--- src/sv/lkv_pkg.sv ---
package lkv_pkg;

    // Default store depth
    localparam int ENTRIES_DEF = 16;

    // Fixed field widths
    localparam int KEY_W = 32;
    localparam int VAL_W = 32;
    localparam int CAP_W = 5;

    // Capacity after reset
    localparam logic [CAP_W-1:0] CAP_RESET = 5'd16;

    // Operation codes carried in tuser
    localparam logic FUNC_GET = 1'b0;
    localparam logic FUNC_PUT = 1'b1;

    // Sequencer states
    typedef enum logic [2:0] {
        S_IDLE,
        S_SCAN,
        S_DECIDE,
        S_UPDATE,
        S_EMIT
    } state_t;

    // Kind of recency update swept over the ranks
    typedef enum logic {
        UPD_PROMOTE,
        UPD_INSERT
    } upd_mode_t;

endpackage

--- src/sv/lkv_ram.sv ---
module lkv_ram #(
    parameter int WIDTH = lkv_pkg::KEY_W,
    parameter int DEPTH = lkv_pkg::ENTRIES_DEF,
    parameter int AW    = (DEPTH > 1) ? $clog2(DEPTH) : 1
) (
    input  logic             clk,
    input  logic             we,
    input  logic [AW-1:0]    waddr,
    input  logic [WIDTH-1:0] wdata,
    input  logic [AW-1:0]    raddr,
    output logic [WIDTH-1:0] rdata
);

    logic [WIDTH-1:0] mem [DEPTH];

    // Write one word, read one word with registered data
    always_ff @(posedge clk)
    begin
        if (we)
        begin
            mem[waddr] <= wdata;
        end
        rdata <= mem[raddr];
    end

endmodule

--- src/sv/lru_key_value_cache.sv ---
// Flow: a get miss passes key scan, decision and output after the input transfer;
// every other item also passes a rank sweep (key scan, decision, rank sweep, output).
// Items are taken one at a time: a new item is accepted only once the last result
// is in the output register. The compare unit scans one entry per cycle.
// Reset: asynchronous, active low; clears all valid bits and the occupancy at once
// and sets capacity to 16. Key, value and rank memories are not cleared.
module lru_key_value_cache #(
    parameter int ENTRIES = lkv_pkg::ENTRIES_DEF
) (
    input  logic        clk,
    input  logic        rst_n,
    // Configuration: capacity
    input  logic        cfg_we,
    input  logic [4:0]  cfg_wdata,
    // Input stream
    input  logic        s_tvalid,
    output logic        s_tready,
    input  logic [63:0] s_tdata,   // [31:0] key, [63:32] value
    input  logic [0:0]  s_tuser,   // [0] func
    // Result stream
    output logic        m_tvalid,
    input  logic        m_tready,
    output logic [63:0] m_tdata,   // [31:0] read_value, [63:32] evicted_key
    output logic [1:0]  m_tuser    // [0] hit, [1] evicted
);

    localparam int KW = lkv_pkg::KEY_W;
    localparam int VW = lkv_pkg::VAL_W;
    localparam int CPW = lkv_pkg::CAP_W;
    localparam int IW = (ENTRIES > 1) ? $clog2(ENTRIES) : 1;
    localparam int RW = IW;
    localparam int CW = $clog2(ENTRIES + 1);
    localparam int OW = (CW > CPW) ? CW : CPW;

    // Sequencer
    lkv_pkg::state_t state_reg, state_next;
    logic [CW-1:0]   cnt_reg, cnt_next;
    logic            chk_valid_reg, chk_valid_next;
    logic [IW-1:0]   chk_idx_reg;
    logic            scan_proc, decide_go, upd_proc, emit_load, in_xfer;

    // Captured item and configuration
    logic            func_reg;
    logic [KW-1:0]   key_reg;
    logic [VW-1:0]   val_reg;
    logic [CPW-1:0]  cap_reg;

    // Store state held in flip-flops
    logic [ENTRIES-1:0] valid_reg;
    logic [ENTRIES-1:0] valid_next;
    logic [CW-1:0]      occ_reg;

    // Scan results
    logic            have_reg;
    logic [IW-1:0]   found_idx_reg;
    logic [VW-1:0]   found_val_reg;
    logic [RW-1:0]   found_rank_reg;
    logic            vic_found_reg;
    logic [IW-1:0]   vic_idx_reg;
    logic [RW-1:0]   vic_rank_reg;
    logic [KW-1:0]   vic_key_reg;
    logic            free_found_reg;
    logic [IW-1:0]   free_idx_reg;

    // Decision
    lkv_pkg::upd_mode_t mode_reg;
    logic [IW-1:0]   slot_reg;
    logic            res_hit_reg, res_ev_reg;
    logic [VW-1:0]   res_rv_reg;
    logic [KW-1:0]   res_ek_reg;

    // Output register
    logic            m_tvalid_reg;
    logic            out_hit_reg, out_ev_reg;
    logic [VW-1:0]   out_rv_reg;
    logic [KW-1:0]   out_ek_reg;

    // Memory ports
    logic [KW-1:0]   key_q;
    logic [VW-1:0]   val_q;
    logic [RW-1:0]   rank_q;
    logic            key_we, val_we, rank_we;
    logic [IW-1:0]   val_waddr;
    logic [RW-1:0]   rank_wdata;
    logic [IW-1:0]   rd_addr;

    // Decision helpers
    logic [OW-1:0]   cap_ext, eff_cap, occ_ext;
    logic            do_evict, is_put, cur_valid;
    logic [IW-1:0]   ins_slot;

    assign in_xfer = s_tvalid && s_tready;
    assign rd_addr = cnt_reg[IW-1:0];
    assign is_put = (func_reg == lkv_pkg::FUNC_PUT);
    assign cur_valid = valid_reg[chk_idx_reg];

    // Effective capacity: zero counts as one, saturate at the depth
    assign cap_ext = OW'(cap_reg);
    assign occ_ext = OW'(occ_reg);
    always_comb
    begin
        if (cap_reg == '0)
        begin
            eff_cap = OW'(1);
        end
        else if (cap_ext > OW'(ENTRIES))
        begin
            eff_cap = OW'(ENTRIES);
        end
        else
        begin
            eff_cap = cap_ext;
        end
    end

    assign do_evict = (occ_ext >= eff_cap) && (occ_reg != '0);

    // Insert into the lowest free slot, counting the victim as freed
    assign ins_slot = (free_found_reg && (!do_evict || (free_idx_reg < vic_idx_reg)))
                      ? free_idx_reg : vic_idx_reg;

    // State register
    always_ff @(posedge clk or negedge rst_n)
    begin
        if (!rst_n)
        begin
            state_reg     <= lkv_pkg::S_IDLE;
            cnt_reg       <= '0;
            chk_valid_reg <= 1'b0;
        end
        else
        begin
            state_reg     <= state_next;
            cnt_reg       <= cnt_next;
            chk_valid_reg <= chk_valid_next;
        end
    end

    // Next state and strobes
    always_comb
    begin
        state_next     = state_reg;
        cnt_next       = cnt_reg;
        chk_valid_next = 1'b0;
        s_tready       = 1'b0;
        scan_proc      = 1'b0;
        decide_go      = 1'b0;
        upd_proc       = 1'b0;
        emit_load      = 1'b0;
        case (state_reg)
            lkv_pkg::S_IDLE:
            begin
                s_tready = 1'b1;
                cnt_next = '0;
                if (s_tvalid)
                begin
                    state_next = lkv_pkg::S_SCAN;
                end
            end
            lkv_pkg::S_SCAN:
            begin
                scan_proc = chk_valid_reg;
                if (cnt_reg != CW'(ENTRIES))
                begin
                    chk_valid_next = 1'b1;
                    cnt_next       = cnt_reg + 1'b1;
                end
                else
                begin
                    state_next = lkv_pkg::S_DECIDE;
                end
            end
            lkv_pkg::S_DECIDE:
            begin
                decide_go = 1'b1;
                cnt_next  = '0;
                if (!is_put && !have_reg)
                begin
                    state_next = lkv_pkg::S_EMIT;
                end
                else
                begin
                    state_next = lkv_pkg::S_UPDATE;
                end
            end
            lkv_pkg::S_UPDATE:
            begin
                upd_proc = chk_valid_reg;
                if (cnt_reg != CW'(ENTRIES))
                begin
                    chk_valid_next = 1'b1;
                    cnt_next       = cnt_reg + 1'b1;
                end
                else
                begin
                    state_next = lkv_pkg::S_EMIT;
                end
            end
            lkv_pkg::S_EMIT:
            begin
                if (!m_tvalid_reg || m_tready)
                begin
                    emit_load  = 1'b1;
                    state_next = lkv_pkg::S_IDLE;
                end
            end
            default:
            begin
                state_next = lkv_pkg::S_IDLE;
            end
        endcase
    end

    // Track which entry the returning read data belongs to
    always_ff @(posedge clk)
    begin
        chk_idx_reg <= cnt_reg[IW-1:0];
    end

    // Configuration register
    always_ff @(posedge clk or negedge rst_n)
    begin
        if (!rst_n)
        begin
            cap_reg <= lkv_pkg::CAP_RESET;
        end
        else if (cfg_we)
        begin
            cap_reg <= cfg_wdata;
        end
    end

    // Capture the item on transfer
    always_ff @(posedge clk)
    begin
        if (in_xfer)
        begin
            func_reg <= s_tuser[0];
            key_reg  <= s_tdata[KW-1:0];
            val_reg  <= s_tdata[KW+VW-1:KW];
        end
    end

    // Scan flags: clear on transfer, set by the compare unit
    always_ff @(posedge clk or negedge rst_n)
    begin
        if (!rst_n)
        begin
            have_reg       <= 1'b0;
            vic_found_reg  <= 1'b0;
            free_found_reg <= 1'b0;
        end
        else if (in_xfer)
        begin
            have_reg       <= 1'b0;
            vic_found_reg  <= 1'b0;
            free_found_reg <= 1'b0;
        end
        else if (scan_proc)
        begin
            if (cur_valid && (key_q == key_reg))
            begin
                have_reg <= 1'b1;
            end
            if (cur_valid)
            begin
                vic_found_reg <= 1'b1;
            end
            else
            begin
                free_found_reg <= 1'b1;
            end
        end
    end

    // Compare unit: first key match, oldest valid entry, first free slot
    always_ff @(posedge clk)
    begin
        if (scan_proc)
        begin
            if (cur_valid && (key_q == key_reg) && !have_reg)
            begin
                found_idx_reg  <= chk_idx_reg;
                found_val_reg  <= val_q;
                found_rank_reg <= rank_q;
            end
            if (cur_valid && (!vic_found_reg || (rank_q > vic_rank_reg)))
            begin
                vic_idx_reg  <= chk_idx_reg;
                vic_rank_reg <= rank_q;
                vic_key_reg  <= key_q;
            end
            if (!cur_valid && !free_found_reg)
            begin
                free_idx_reg <= chk_idx_reg;
            end
        end
    end

    // Next valid bits: drop the victim, then mark the insert slot
    always_comb
    begin
        valid_next = valid_reg;
        if (do_evict)
        begin
            valid_next[vic_idx_reg] = 1'b0;
        end
        valid_next[ins_slot] = 1'b1;
    end

    // Valid bits and occupancy: evict and insert on a put of a new key
    always_ff @(posedge clk or negedge rst_n)
    begin
        if (!rst_n)
        begin
            valid_reg <= '0;
            occ_reg   <= '0;
        end
        else if (decide_go && is_put && !have_reg)
        begin
            valid_reg <= valid_next;
            if (!do_evict)
            begin
                occ_reg <= occ_reg + 1'b1;
            end
        end
    end

    // Result and rank sweep setup
    always_ff @(posedge clk)
    begin
        if (decide_go)
        begin
            mode_reg    <= have_reg ? lkv_pkg::UPD_PROMOTE : lkv_pkg::UPD_INSERT;
            slot_reg    <= ins_slot;
            res_hit_reg <= have_reg;
            if (is_put)
            begin
                res_rv_reg <= '0;
            end
            else if (have_reg)
            begin
                res_rv_reg <= found_val_reg;
            end
            else
            begin
                res_rv_reg <= '1;
            end
            res_ev_reg <= is_put && !have_reg && do_evict;
            res_ek_reg <= (is_put && !have_reg && do_evict) ? vic_key_reg : '0;
        end
    end

    // Memory writes
    assign key_we    = decide_go && is_put && !have_reg;
    assign val_we    = decide_go && is_put;
    assign val_waddr = have_reg ? found_idx_reg : ins_slot;
    assign rank_we   = upd_proc;

    // New rank for the entry under the sweep
    always_comb
    begin
        rank_wdata = rank_q;
        if (mode_reg == lkv_pkg::UPD_INSERT)
        begin
            if (chk_idx_reg == slot_reg)
            begin
                rank_wdata = '0;
            end
            else if (cur_valid)
            begin
                rank_wdata = rank_q + 1'b1;
            end
        end
        else
        begin
            if (chk_idx_reg == found_idx_reg)
            begin
                rank_wdata = '0;
            end
            else if (cur_valid && (rank_q < found_rank_reg))
            begin
                rank_wdata = rank_q + 1'b1;
            end
        end
    end

    lkv_ram #(
        .WIDTH (KW),
        .DEPTH (ENTRIES),
        .AW    (IW)
    ) u_key_ram (
        .clk   (clk),
        .we    (key_we),
        .waddr (ins_slot),
        .wdata (key_reg),
        .raddr (rd_addr),
        .rdata (key_q)
    );

    lkv_ram #(
        .WIDTH (VW),
        .DEPTH (ENTRIES),
        .AW    (IW)
    ) u_val_ram (
        .clk   (clk),
        .we    (val_we),
        .waddr (val_waddr),
        .wdata (val_reg),
        .raddr (rd_addr),
        .rdata (val_q)
    );

    lkv_ram #(
        .WIDTH (RW),
        .DEPTH (ENTRIES),
        .AW    (IW)
    ) u_rank_ram (
        .clk   (clk),
        .we    (rank_we),
        .waddr (chk_idx_reg),
        .wdata (rank_wdata),
        .raddr (rd_addr),
        .rdata (rank_q)
    );

    // Output register: hold until the result transfer
    always_ff @(posedge clk or negedge rst_n)
    begin
        if (!rst_n)
        begin
            m_tvalid_reg <= 1'b0;
        end
        else if (emit_load)
        begin
            m_tvalid_reg <= 1'b1;
        end
        else if (m_tready)
        begin
            m_tvalid_reg <= 1'b0;
        end
    end

    always_ff @(posedge clk)
    begin
        if (emit_load)
        begin
            out_hit_reg <= res_hit_reg;
            out_rv_reg  <= res_rv_reg;
            out_ev_reg  <= res_ev_reg;
            out_ek_reg  <= res_ek_reg;
        end
    end

    assign m_tvalid = m_tvalid_reg;
    assign m_tdata  = {out_ek_reg, out_rv_reg};
    assign m_tuser  = {out_ev_reg, out_hit_reg};

`ifndef SYNTHESIS
    a_occ_bound: assert property (@(posedge clk) disable iff (!rst_n)
        occ_reg <= CW'(ENTRIES))
        else $error("occupancy exceeds store depth");

    a_occ_matches_valid: assert property (@(posedge clk) disable iff (!rst_n)
        $countones(valid_reg) == int'(occ_reg))
        else $error("occupancy disagrees with valid bits");

    a_accept_starts_scan: assert property (@(posedge clk) disable iff (!rst_n)
        in_xfer |=> (state_reg == lkv_pkg::S_SCAN) && (cnt_reg == '0))
        else $error("scan did not start after input transfer");

    a_insert_has_slot: assert property (@(posedge clk) disable iff (!rst_n)
        (decide_go && is_put && !have_reg) |-> (free_found_reg || do_evict))
        else $error("insert without a free or evicted slot");
`endif

endmodule
--- config.mk ---
export PLATFORM = sky130hd
export DESIGN_NAME = lru_key_value_cache
export DESIGN_NICKNAME = d
export VERILOG_FILES = /design/src/sv/lkv_pkg.sv /design/src/sv/lkv_ram.sv /design/src/sv/lru_key_value_cache.sv
export SDC_FILE = /design/constraint.sdc
export NUM_CORES = 1
export LEC_CHECK = 0
export ABC_AREA = 1
export BUFFER_PORTS_ARGS = -buffer_cell sky130_fd_sc_hd__buf_4
export CELL_PAD_IN_SITES_DETAIL_PLACEMENT = 0
export CELL_PAD_IN_SITES_GLOBAL_PLACEMENT = 1
export CORE_MARGIN = 2
export CORE_UTILIZATION = 56
export DETAILED_ROUTE_END_ITERATION = 16
export PLACE_DENSITY_LB_ADDON = 0.1
export SYNTH_ARGS = -nofsm -noshare
export SYNTH_HDL_FRONTEND = slang
export SYNTH_SLANG_ARGS = --single-unit
--- constraint.sdc ---
create_clock -name clk -period 19.9 [get_ports clk]
set_clock_uncertainty 0.05 [all_clocks]
set_input_delay 3.98 -clock clk [delete_from_list [all_inputs] [get_ports clk]]
set_output_delay 3.98 -clock clk [all_outputs]
set_load 0.005 [all_outputs]
Yosys cells after proc, flatten, opt, wreduce, memory -nomap -nowiden:

Memory sizes are Yosys's and may differ from the RTL's. A register that Yosys moved wholly into a read port is not among the register bits.
Index checks and enable logic that the tools add are counted.
W data, S select, Z words.

* multipliers: 0
* $add $sub $neg: 3
* eq/ne operators: 14
* reductions and logical operators: 44
* bitwise operators: 4
* order comparisons: 10
* shifts and indexed selects: 0
* div/mod/pow operators: 0
* muxes and demuxes: 51

Operators with widths (number)
* $eq A32 B32 Y1: 1
* $mux W32: 1
* $mux W1: 29
* $mux W4: 7
* $and A16 B16 Y16: 1
* $mux W16: 1
* $not A16 Y16: 1
* $or A16 B16 Y16: 1
* $reduce_and A2 Y1: 8
* $logic_and A1 B1 Y1: 15
* $lt A4 B5 Y1 const B: 3
* $mux W3: 5
* $mux W5: 3
* $pmux W3 S5: 1
* $add A5 B1 Y5 const B: 2
* $ne A2 B2 Y1 const B: 5
* $pmux W5 S2: 1
* $reduce_bool A2 Y1: 5
* $demux W1 S4: 2
* $eq A4 B4 Y1: 2
* $ge A4 B1 Y1 const B: 2
* $lt A4 B4 Y1: 2
* $logic_not A1 Y1: 7
* $eq A3 B2 Y1 const B: 2
* other kinds (16): 19

* bits in read-only memories: 0
* output and inout bits: 68
* latch bits: 0
* memories: 3
* RAM bits: 1088
* register bits: 329

Memories
* u_key_ram.mem: words 16, width 32, rd ports 1, clocked after Yosys merged registers in 1, wr ports 1, line lkv_ram.sv:14 `logic [WIDTH-1:0] mem [DEPTH];`
* u_val_ram.mem: words 16, width 32, rd ports 1, clocked after Yosys merged registers in 1, wr ports 1, line lkv_ram.sv:14
* u_rank_ram.mem: words 16, width 4, rd ports 1, clocked after Yosys merged registers in 1, wr ports 1, line lkv_ram.sv:14

Depth between registers and ports, before layout:

Gate-level depths: netlist of run 1.

* depth in word-level cells: 14
* gate-level depth with buffers: 17
* depth with buffers taken out: 17

Cells and area by module:

A second synthesis of run 1 with hierarchy kept.

* cells, all modules: 5456
* area total of the unflattened synthesis: 61126.1 um^2

By module, submodules not included
* lkv_ram at u_key_ram ...: sequential area each 16015.4 um^2, cells each 2120, area each 22730.6 um^2, times used 2
* lru_key_value_cache: sequential area each 9645.5 um^2, cells each 926, area each 12698.4 um^2, times used 1
* lkv_ram at u_rank_ram: sequential area each 2001.9 um^2, cells each 290, area each 2966.6 um^2, times used 1

Least setup slack after synthesis of run 1:

No wires, ideal clock.

* kind: input port to flip-flop
* start point: input s_tvalid
* end point: register func_reg (enable)
* stages on the path: 2
* library setup time: 0.658 ns
* setup slack: 8.840 ns
* arrival: 10.352 ns
* path buffers: 0
* path through: inv_1 nor4_1

* cells in the longest elaborated chain, start to end: 1

Ends and longest elaborated chain
* start, declared: line lru_key_value_cache.sv:16 `input logic s_tvalid,`
* $logic_and A1 B1 Y1: line lru_key_value_cache.sv:92 `assign in_xfer = s_tvalid && s_tready;`
* via in_xfer: line lru_key_value_cache.sv:40 `logic scan_proc, decide_go, upd_proc, emit_load, in_xfer;`
* end signal, assigned: line lru_key_value_cache.sv:238 `func_reg <= s_tuser[0];`
* end, declared: line lru_key_value_cache.sv:43 `logic func_reg;`

The timed path passes the listed nets, and every way through them passes these cells.
A chain may end at the register's enable or synchronous reset.

Worst setup path after layout of run 1:

* start point: register state_reg[0]
* end point: output s_tready

* cells in the longest elaborated chain, start to end: 2

Ends and longest elaborated chain
* start, declared: line lru_key_value_cache.sv:36 `lkv_pkg::state_t state_reg, state_next;`
* start signal, assigned: line lru_key_value_cache.sv:127 `state_reg <= lkv_pkg::S_IDLE;`
* start signal, assigned: line lru_key_value_cache.sv:133 `state_reg <= state_next;`
* $logic_not A3 Y1: line lru_key_value_cache.sv:150 `case (state_reg)`
* $mux W1: line lru_key_value_cache.sv:150
* end, declared: line lru_key_value_cache.sv:17 `output logic s_tready,`

No other way between the ends.

==> results.json, run 1 <==
{
  "synth_area_leaders": "edfxtp_1 (74%), o21ai_0 (5.1%), nor2_1 (4.9%), o22ai_1 (3.1%), dfxtp_1 (2.6%)",
  "ir_worst_vdd_uv": 122,
  "drv_cap": 0,
  "drcViolationCount": 0,
  "yosys_warnings": 0,
  "worstSetupStartpointType": "flop",
  "wirelength_mm": 132,
  "power_density_nw_per_um2": 139,
  "route.vias.total": 33000,
  "timing.final.crit_period_ns": 5.76,
  "critical_path.max_stage_delay_ns": 0.44,
  "fmax_mhz": 174,
  "antenna_found_initial": 3,
  "top_layer": "met4",
  "nets": 4252,
  "power_uw": 8770,
  "switching_share": 0.307,
  "endpoint_kind": "output port",
  "grt_pass1_wl_mm": 196,
  "vias_per_cell": 5.93,
  "coreArea_um2": 98400,
  "drive_gt1_frac": 0.115,
  "synthTopCellsByCount": "edfxtp_1 (1374), nor2_1 (721), o21ai_0 (572), nand2_1 (380), o22ai_1 (274)",
  "yosysTopAreaCell": "edfxtp_1",
  "tightest_slew_ns": 1.22,
  "ys_ff_latch": 1485,
  "cp.arrival_ns": 1.73,
  "syn_avg_cell_area_um2": 13.8,
  "cts_hold_buf": 0,
  "cts_setup_buffers": 0,
  "rows": 115,
  "die_w_um": 319,
  "place.gp.congestion": 0.788,
  "fin_util": 0.640,
  "yosysMostFrequentCell": "edfxtp_1",
  "drt_iter0_markers": 3492,
  "yosysTopAreaCellShare": 0.742,
  "syn_inst": 4037,
  "path_clk_slew_ns": 0.06,
  "crit_path_top_delay_cell": "dfrtp_1",
  "rsz0062_at_grt": "false",
  "die_area_um2": 102000,
  "syn2layout_area_growth_pct": 13.2,
  "top_regs": "u_key_ram.mem: 512 flops, u_val_ram.mem: 512 flops, u_rank_ram.mem: 64 flops",
  "path_cells": "nor3_1, buf_4",
  "place_inst": 5292,
  "cts_tree": "yes",
  "slew_headroom": 0.186,
  "comb_power_share": 0.212,
  "first_pass_iters": 5,
  "cts_resized": 0,
  "power_switching_uw": 2690,
  "worst-setup-path-type": "flop to output port",
  "cts_root_buf": "clkbuf_16",
  "clk_latency_ns": 0.75,
  "cp.required_ns": 15.87,
  "hpwl_mm": 64.4,
  "syn_area_um2": 55600,
  "synth.distinct_cells": 41,
  "power_frac_seq": 0.471,
  "timing.final.hold_violations": 0,
  "die_h_um": 319,
  "finalSetupViolCount": 0,
  "min_path_type": "flop to flop",
  "ys_async_sr_fraction": 0.0263,
  "numCtsBuffers": 150,
  "gr-total-overflow": 0,
  "outcome": "finished, final reports clean",
  "initial_utilization": 0.565,
  "final-instance-count-excl-fill": 5568,
  "fin_hold_ws_ns": 0.346,
  "ys_seq_area_frac": 0.785,
  "grt_max_degree": 223,
  "synth_flop_cell": "edfxtp_1",
  "period_share": 0.289,
  "synth_edf_count": 1374,
  "syn_nets": 4132,
  "met2WireLength_mm": 61.8,
  "route.met3.wl_mm": 10.2,
  "power_leakage_uw": 0.0212,
  "final_max_slew_viol_count": 0,
  "h-tree-depth": 4,
  "fin_setup_tns_ns": 0,
  "cts_buffer_depth": 3,
  "clock-sinks": 1485,
  "routedWlPerCell_um": 23.7,
  "p_int_uw": 6080,
  "crit_fanout": 6,
  "ios": 143,
  "m1WireLength_mm": 57.7,
  "drtAntennaViolNets": 0,
  "clkPwrFrac": 0.318,
  "first_global_vias": 31200,
  "track_usage": 0.258,
  "io_buffers": 142
}
==> cells in the final DEF (no fill, tap or decap), drive strengths merged <==
cell type / instances
edfxtp: 1374
nor2: 726
o21ai: 585
nand2: 395
o22ai: 274
clkbuf: 223
buf: 197
inv: 115
nand4: 75
dfxtp: 72
nand3: 51
dfrtp: 38
clkinv: 36
xnor2: 34
ha: 20
a21oi: 14
bufinv: 11
xor2: 10
a22oi: 8
nor3: 5
o31ai: 4
or2: 2
clkinvlp: 2
diode: 1
a21boi: 1
a41oi: 1
o21a: 1
nand3b: 1
and3: 1
nor4: 1
o2111ai: 1
o211ai: 1
dfstp: 1
==> critical path: cells and delay by family, from the launching register on <==
family | cells | cell delay, ns
buffers and inverters | 1 | 0.18
and+or+nand+nor | 1 | 0.35
DFF | 1 | 0.44
==> area by class of cell <==
class                      count  area [um2]
inverter                     112         438
fill                        7281       35400
antenna                        1        2.50
sequential                  1485       43700
clock buffer                 223        4370
timing repair buffer         197        1500
clock inverter                52         541
multi-input combinational   2211       10800
tap                         1287        1610
==> power by group through the flow <==
stage	logic [uW]	clock network, uW	registers (uW)
after global routing	2060	2940	4160
after floorplan	1310	0	4070
final	1860	2790	4130
after detailed placement	1860	0	4190
after global placement	1840	0	4180
after CTS	1870	2830	4130
==> logic make-up (layout without fill, tap and decap cells) <==
family	count (synthesis)	in the layout	synth area share
XOR/XNOR	44	44	0.00693
adder cells (fa/ha/maj)	20	20	0.00450
other	0	1	0
buffers and inverters	341	584	0.0249
AO/OA/AOI/OAI	890	890	0.0870
flip-flops	1485	1485	0.785
AND/OR/NAND/NOR	1257	1257	0.0916
==> path summary, 6_finish.rpt <==
check	startpoint	to	slack [ns]	cells past startpoint
worst min register to register	u_val_ram.rdata[17]$_DFF_P_	found_val_reg[17]$_DFFE_PP_	0.35	0
max in group asynchronous	rst_n	cnt_reg[1]$_DFFE_PN0P_	16.21	1
worst max-delay path	state_reg[0]$_DFFE_PN0P_	s_tready	14.14	2
worst max register to register	cap_ext[2]$_DFFE_PN0P_	u_val_ram.mem[13][5]$_DFFE_PP_	15.86	18
min in group asynchronous	rst_n	cnt_reg[4]$_DFFE_PN0P_	3.17	1
worst min-delay path	u_val_ram.rdata[17]$_DFF_P_	found_val_reg[17]$_DFFE_PP_	0.35	0
==> per-stage QoR <==
step / setup WS [ns] / area [um2]
finish: 14.14 / 63000
global route: 13.99 / 63000
CTS: 14.09 / 63000
detailed placement: 13.93 / 58100
global placement: 13.95 / 58100
floorplan: 8.84 / 55600
==> metal layers <==
| metal | vias to the layer above | GRT usage |
|---|---|---|
| met1 | 16500 | 0.381 |
| met5 | - | 0 |
| met4 | 0 | 0.0674 |
| met2 | 1277 | 0.410 |
| met3 | 191 | 0.0363 |
| li1 | 15000 | - |
Note: power is estimated with default switching activity, not from simulation.
==> inputs of run 2 (changes only) <==
--- a/config.mk
+++ b/config.mk
@@ -5,12 +5,12 @@
 export SDC_FILE = /design/constraint.sdc
 export NUM_CORES = 1
 export LEC_CHECK = 0
-export ABC_AREA = 1
+export ABC_AREA = 0
 export BUFFER_PORTS_ARGS = -buffer_cell sky130_fd_sc_hd__buf_4
 export CELL_PAD_IN_SITES_DETAIL_PLACEMENT = 0
 export CELL_PAD_IN_SITES_GLOBAL_PLACEMENT = 1
 export CORE_MARGIN = 2
-export CORE_UTILIZATION = 56
+export CORE_UTILIZATION = 50
 export DETAILED_ROUTE_END_ITERATION = 16
 export PLACE_DENSITY_LB_ADDON = 0.1
 export SYNTH_ARGS = -nofsm -noshare
==> constraint.sdc (replaced) <==
create_clock -name clk -period 4.63 [get_ports clk]
set_clock_uncertainty 0.05 [all_clocks]
set_input_delay 0.926 -clock clk [delete_from_list [all_inputs] [get_ports clk]]
set_output_delay 0.926 -clock clk [all_outputs]
set_load 0.005 [all_outputs]
==> run 2 against run 1 <==
Sequential power increased to 4.0 times the previous value; critical endpoint is now u_val_ram.mem[14][5]$_DFFE_PP_; total power increased to 4.0 times the previous value; critical path type is now flop to flop; first-iteration DRC count decreased by 25%; register-to-register slack got worse by 15 ns; global-route usage decreased by 4.3 points; largest power group unchanged; setup slack got worse by 14 ns; via count decreased by 25%.
==> results.json, run 2 <==
{
  "outcome": "finished, final reports clean",
  "timing.final.crit_period_ns": 4.19,
  "wirelength_mm": 118,
  "ys_ff_latch": 1485,
  "crit_path_top_delay_cell": "or4b_1",
  "drcViolationCount": 0,
  "clock-sinks": 1485,
  "die_w_um": 335,
  "drive_gt1_frac": 0.301,
  "power_switching_uw": 9160,
  "hpwl_mm": 68.0,
  "place.gp.congestion": 0.826,
  "place_inst": 3948,
  "cts_root_buf": "clkbuf_16",
  "vias_per_cell": 5.87,
  "cp.required_ns": 4.98,
  "drtAntennaViolNets": 0,
  "rsz0062_at_grt": "false",
  "ys_async_sr_fraction": 0.0263,
  "synth_flop_cell": "edfxtp_1",
  "switching_share": 0.259,
  "syn_avg_cell_area_um2": 22.7,
  "syn_area_um2": 54900,
  "ios": 143,
  "syn_inst": 2416,
  "cts_resized": 0,
  "power_frac_seq": 0.471,
  "fin_util": 0.585,
  "first_global_vias": 25900,
  "path_clk_slew_ns": 0.06,
  "finalSetupViolCount": 0,
  "n_fill_cell": 7715,
  "post-place-ws_ns": 0.460,
  "clkPwrFrac": 0.340,
  "worst-setup-path-type": "flop to flop",
  "gr-total-overflow": 0,
  "power_density_nw_per_um2": 556,
  "final_cell_mix": "edfxtp_1 (1374), mux4_2 (345), buf_4 (202)",
  "grt_max_degree": 70,
  "die_area_um2": 112000,
  "min_path_type": "primary input to asynchronous set/reset pin",
  "route.vias.total": 24800,
  "nets": 2784,
  "period_share": 0.904,
  "final_max_slew_viol_count": 0,
  "die_h_um": 335,
  "power_leakage_uw": 0.0207,
  "track_usage": 0.215,
  "worst_slack_ns": 0.443,
  "cts_hold_buf": 0,
  "top_regs": "u_key_ram.mem: 512 flops, u_val_ram.mem: 512 flops, u_rank_ram.mem: 64 flops",
  "worstSetupStartpointType": "flop",
  "yosys_warnings": 0,
  "tightest_slew_ns": 1.12,
  "synthTopCellsByCount": "edfxtp_1 (1374), mux4_2 (345), clkbuf_1 (77), dfxtp_1 (72), inv_1 (57)",
  "p_int_uw": 26200,
  "cts_setup_buffers": 0,
  "io_buffers": 142,
  "comb_power_share": 0.189,
  "syn2layout_area_growth_pct": 16.1,
  "cp_common_cell": "buf_4",
  "antenna_found_initial": 5,
  "synth_edf_count": 1374,
  "cp.arrival_ns": 4.54,
  "drt_iter0_markers": 2636,
  "final_common_cell": "edfxtp_1",
  "rows": 121,
  "initial_utilization": 0.504,
  "fin_hold_ws_ns": 0.125,
  "synth.distinct_cells": 53,
  "endpoint_kind": "flop",
  "first_pass_iters": 5,
  "fmax_mhz": 239,
  "final-instance-count-excl-fill": 4230,
  "yosysTopAreaCellShare": 0.752,
  "h-tree-depth": 4,
  "path_cells": "nor3_1, nor2_1, nor2_1, ha_1, nor2b_1, o21ai_0, a41o_1, a2111oi_0, buf_4, or4b_1, buf_4, nor4_4, buf_4",
  "fin_setup_tns_ns": 0,
  "coreArea_um2": 109000,
  "cts_tree": "yes",
  "ys_seq_area_frac": 0.796,
  "crit_fanout": 17,
  "grt_pass1_wl_mm": 175,
  "numCtsBuffers": 153,
  "crit_start": "cap_ext[1]$_DFFE_PN0P_",
  "clk_latency_ns": 0.76,
  "cts_buffer_depth": 3,
  "synth_area_leaders": "edfxtp_1 (75%), mux4_2 (14%), dfxtp_1 (2.6%), dfrtp_1 (1.7%), xor2_1 (0.59%)",
  "yosysMostFrequentCell": "edfxtp_1",
  "r2r_cells": 13,
  "r2r-start": "cap_ext[1]$_DFFE_PN0P_",
  "yosysTopAreaCell": "edfxtp_1",
  "ir_worst_vdd_uv": 414,
  "syn_nets": 2511,
  "routedWlPerCell_um": 27.9,
  "slew_headroom": 0.253,
  "critical_path.max_stage_delay_ns": 0.83,
  "timing.final.hold_violations": 0,
  "drv_cap": 0
}
[run 2: path summary, 6_finish.rpt]
path	to	slack, ns
max	u_val_ram.mem[14][5]$_DFFE_PP_	0.44
min reg2reg	out_rv_reg[8]$_DFFE_PP_	0.35
min in group clk	key_reg[26]$_DFFE_PP_	0.29
min	m_tvalid$_DFFE_PN0P_	0.12
max in group asynchronous	have_reg$_DFFE_PN0P_	3.97
max reg2reg	u_val_ram.mem[14][5]$_DFFE_PP_	0.44
[run 2: cells by family (layout without fill, tap and decap cells)]
logic type	count (synthesis)	after routing	share of synthesized area
AND/OR/NAND/NOR	209	209	0.0203
multiplexers	355	355	0.144
flip-flops	1485	1485	0.796
XOR/XNOR	45	45	0.00718
adder cells (fa/ha/maj)	20	20	0.00456
other	0	2	0
buffers and inverters	166	564	0.0116
AO/OA/AOI/OAI	136	136	0.0167
[run 2: final cells by class]
| class | count | area, um2 | area share |
|---|---|---|---|
| multi-input combinational | 765 | 11100 | 0.174 |
| clock buffer | 208 | 4240 | 0.0666 |
| tap | 1414 | 1770 | 0.0278 |
| sequential | 1485 | 43700 | 0.686 |
| timing repair buffer | 226 | 2000 | 0.0313 |
| antenna | 2 | 5.00 | 0.0000786 |
| inverter | 58 | 220 | 0.00346 |
| clock inverter | 72 | 718 | 0.0113 |
[run 2: metal layers]
metal / vias up / GRT usage / share of wire
met5: - / 0 / 0
met4: 0 / 0.0569 / 0.019
met1: 13300 / 0.327 / 0.45
li1: 10600 / - / -
met3: 152 / 0.0386 / 0.064
met2: 794 / 0.327 / 0.47
[run 2: worst max-delay path: cells and delay by family, from the launching register on]
family          cells  cell delay, ns
simple gates        6            1.54
compound gates      3            0.89
buf+inv             3            0.82
flops               1            0.40
fa+ha+maj           1            0.13
[run 2: per-stage QoR]
stage,total power [uW],area [um2]
floorplan,21400,55100
global placement,23700,58700
detailed placement,23800,58700
CTS,35900,63700
global route,36800,63700
finish,35400,63700
[run 2: power groups by stage]
stage / Combinational [uW] / Clock, uW / Sequential (uW)
after global routing: 7170 / 12900 / 16800
after floorplan: 5210 / 0 / 16200
after detailed placement: 6830 / 0 / 17000
after global placement: 6780 / 0 / 17000
after CTS: 6850 / 12300 / 16700
final: 6690 / 12000 / 16700
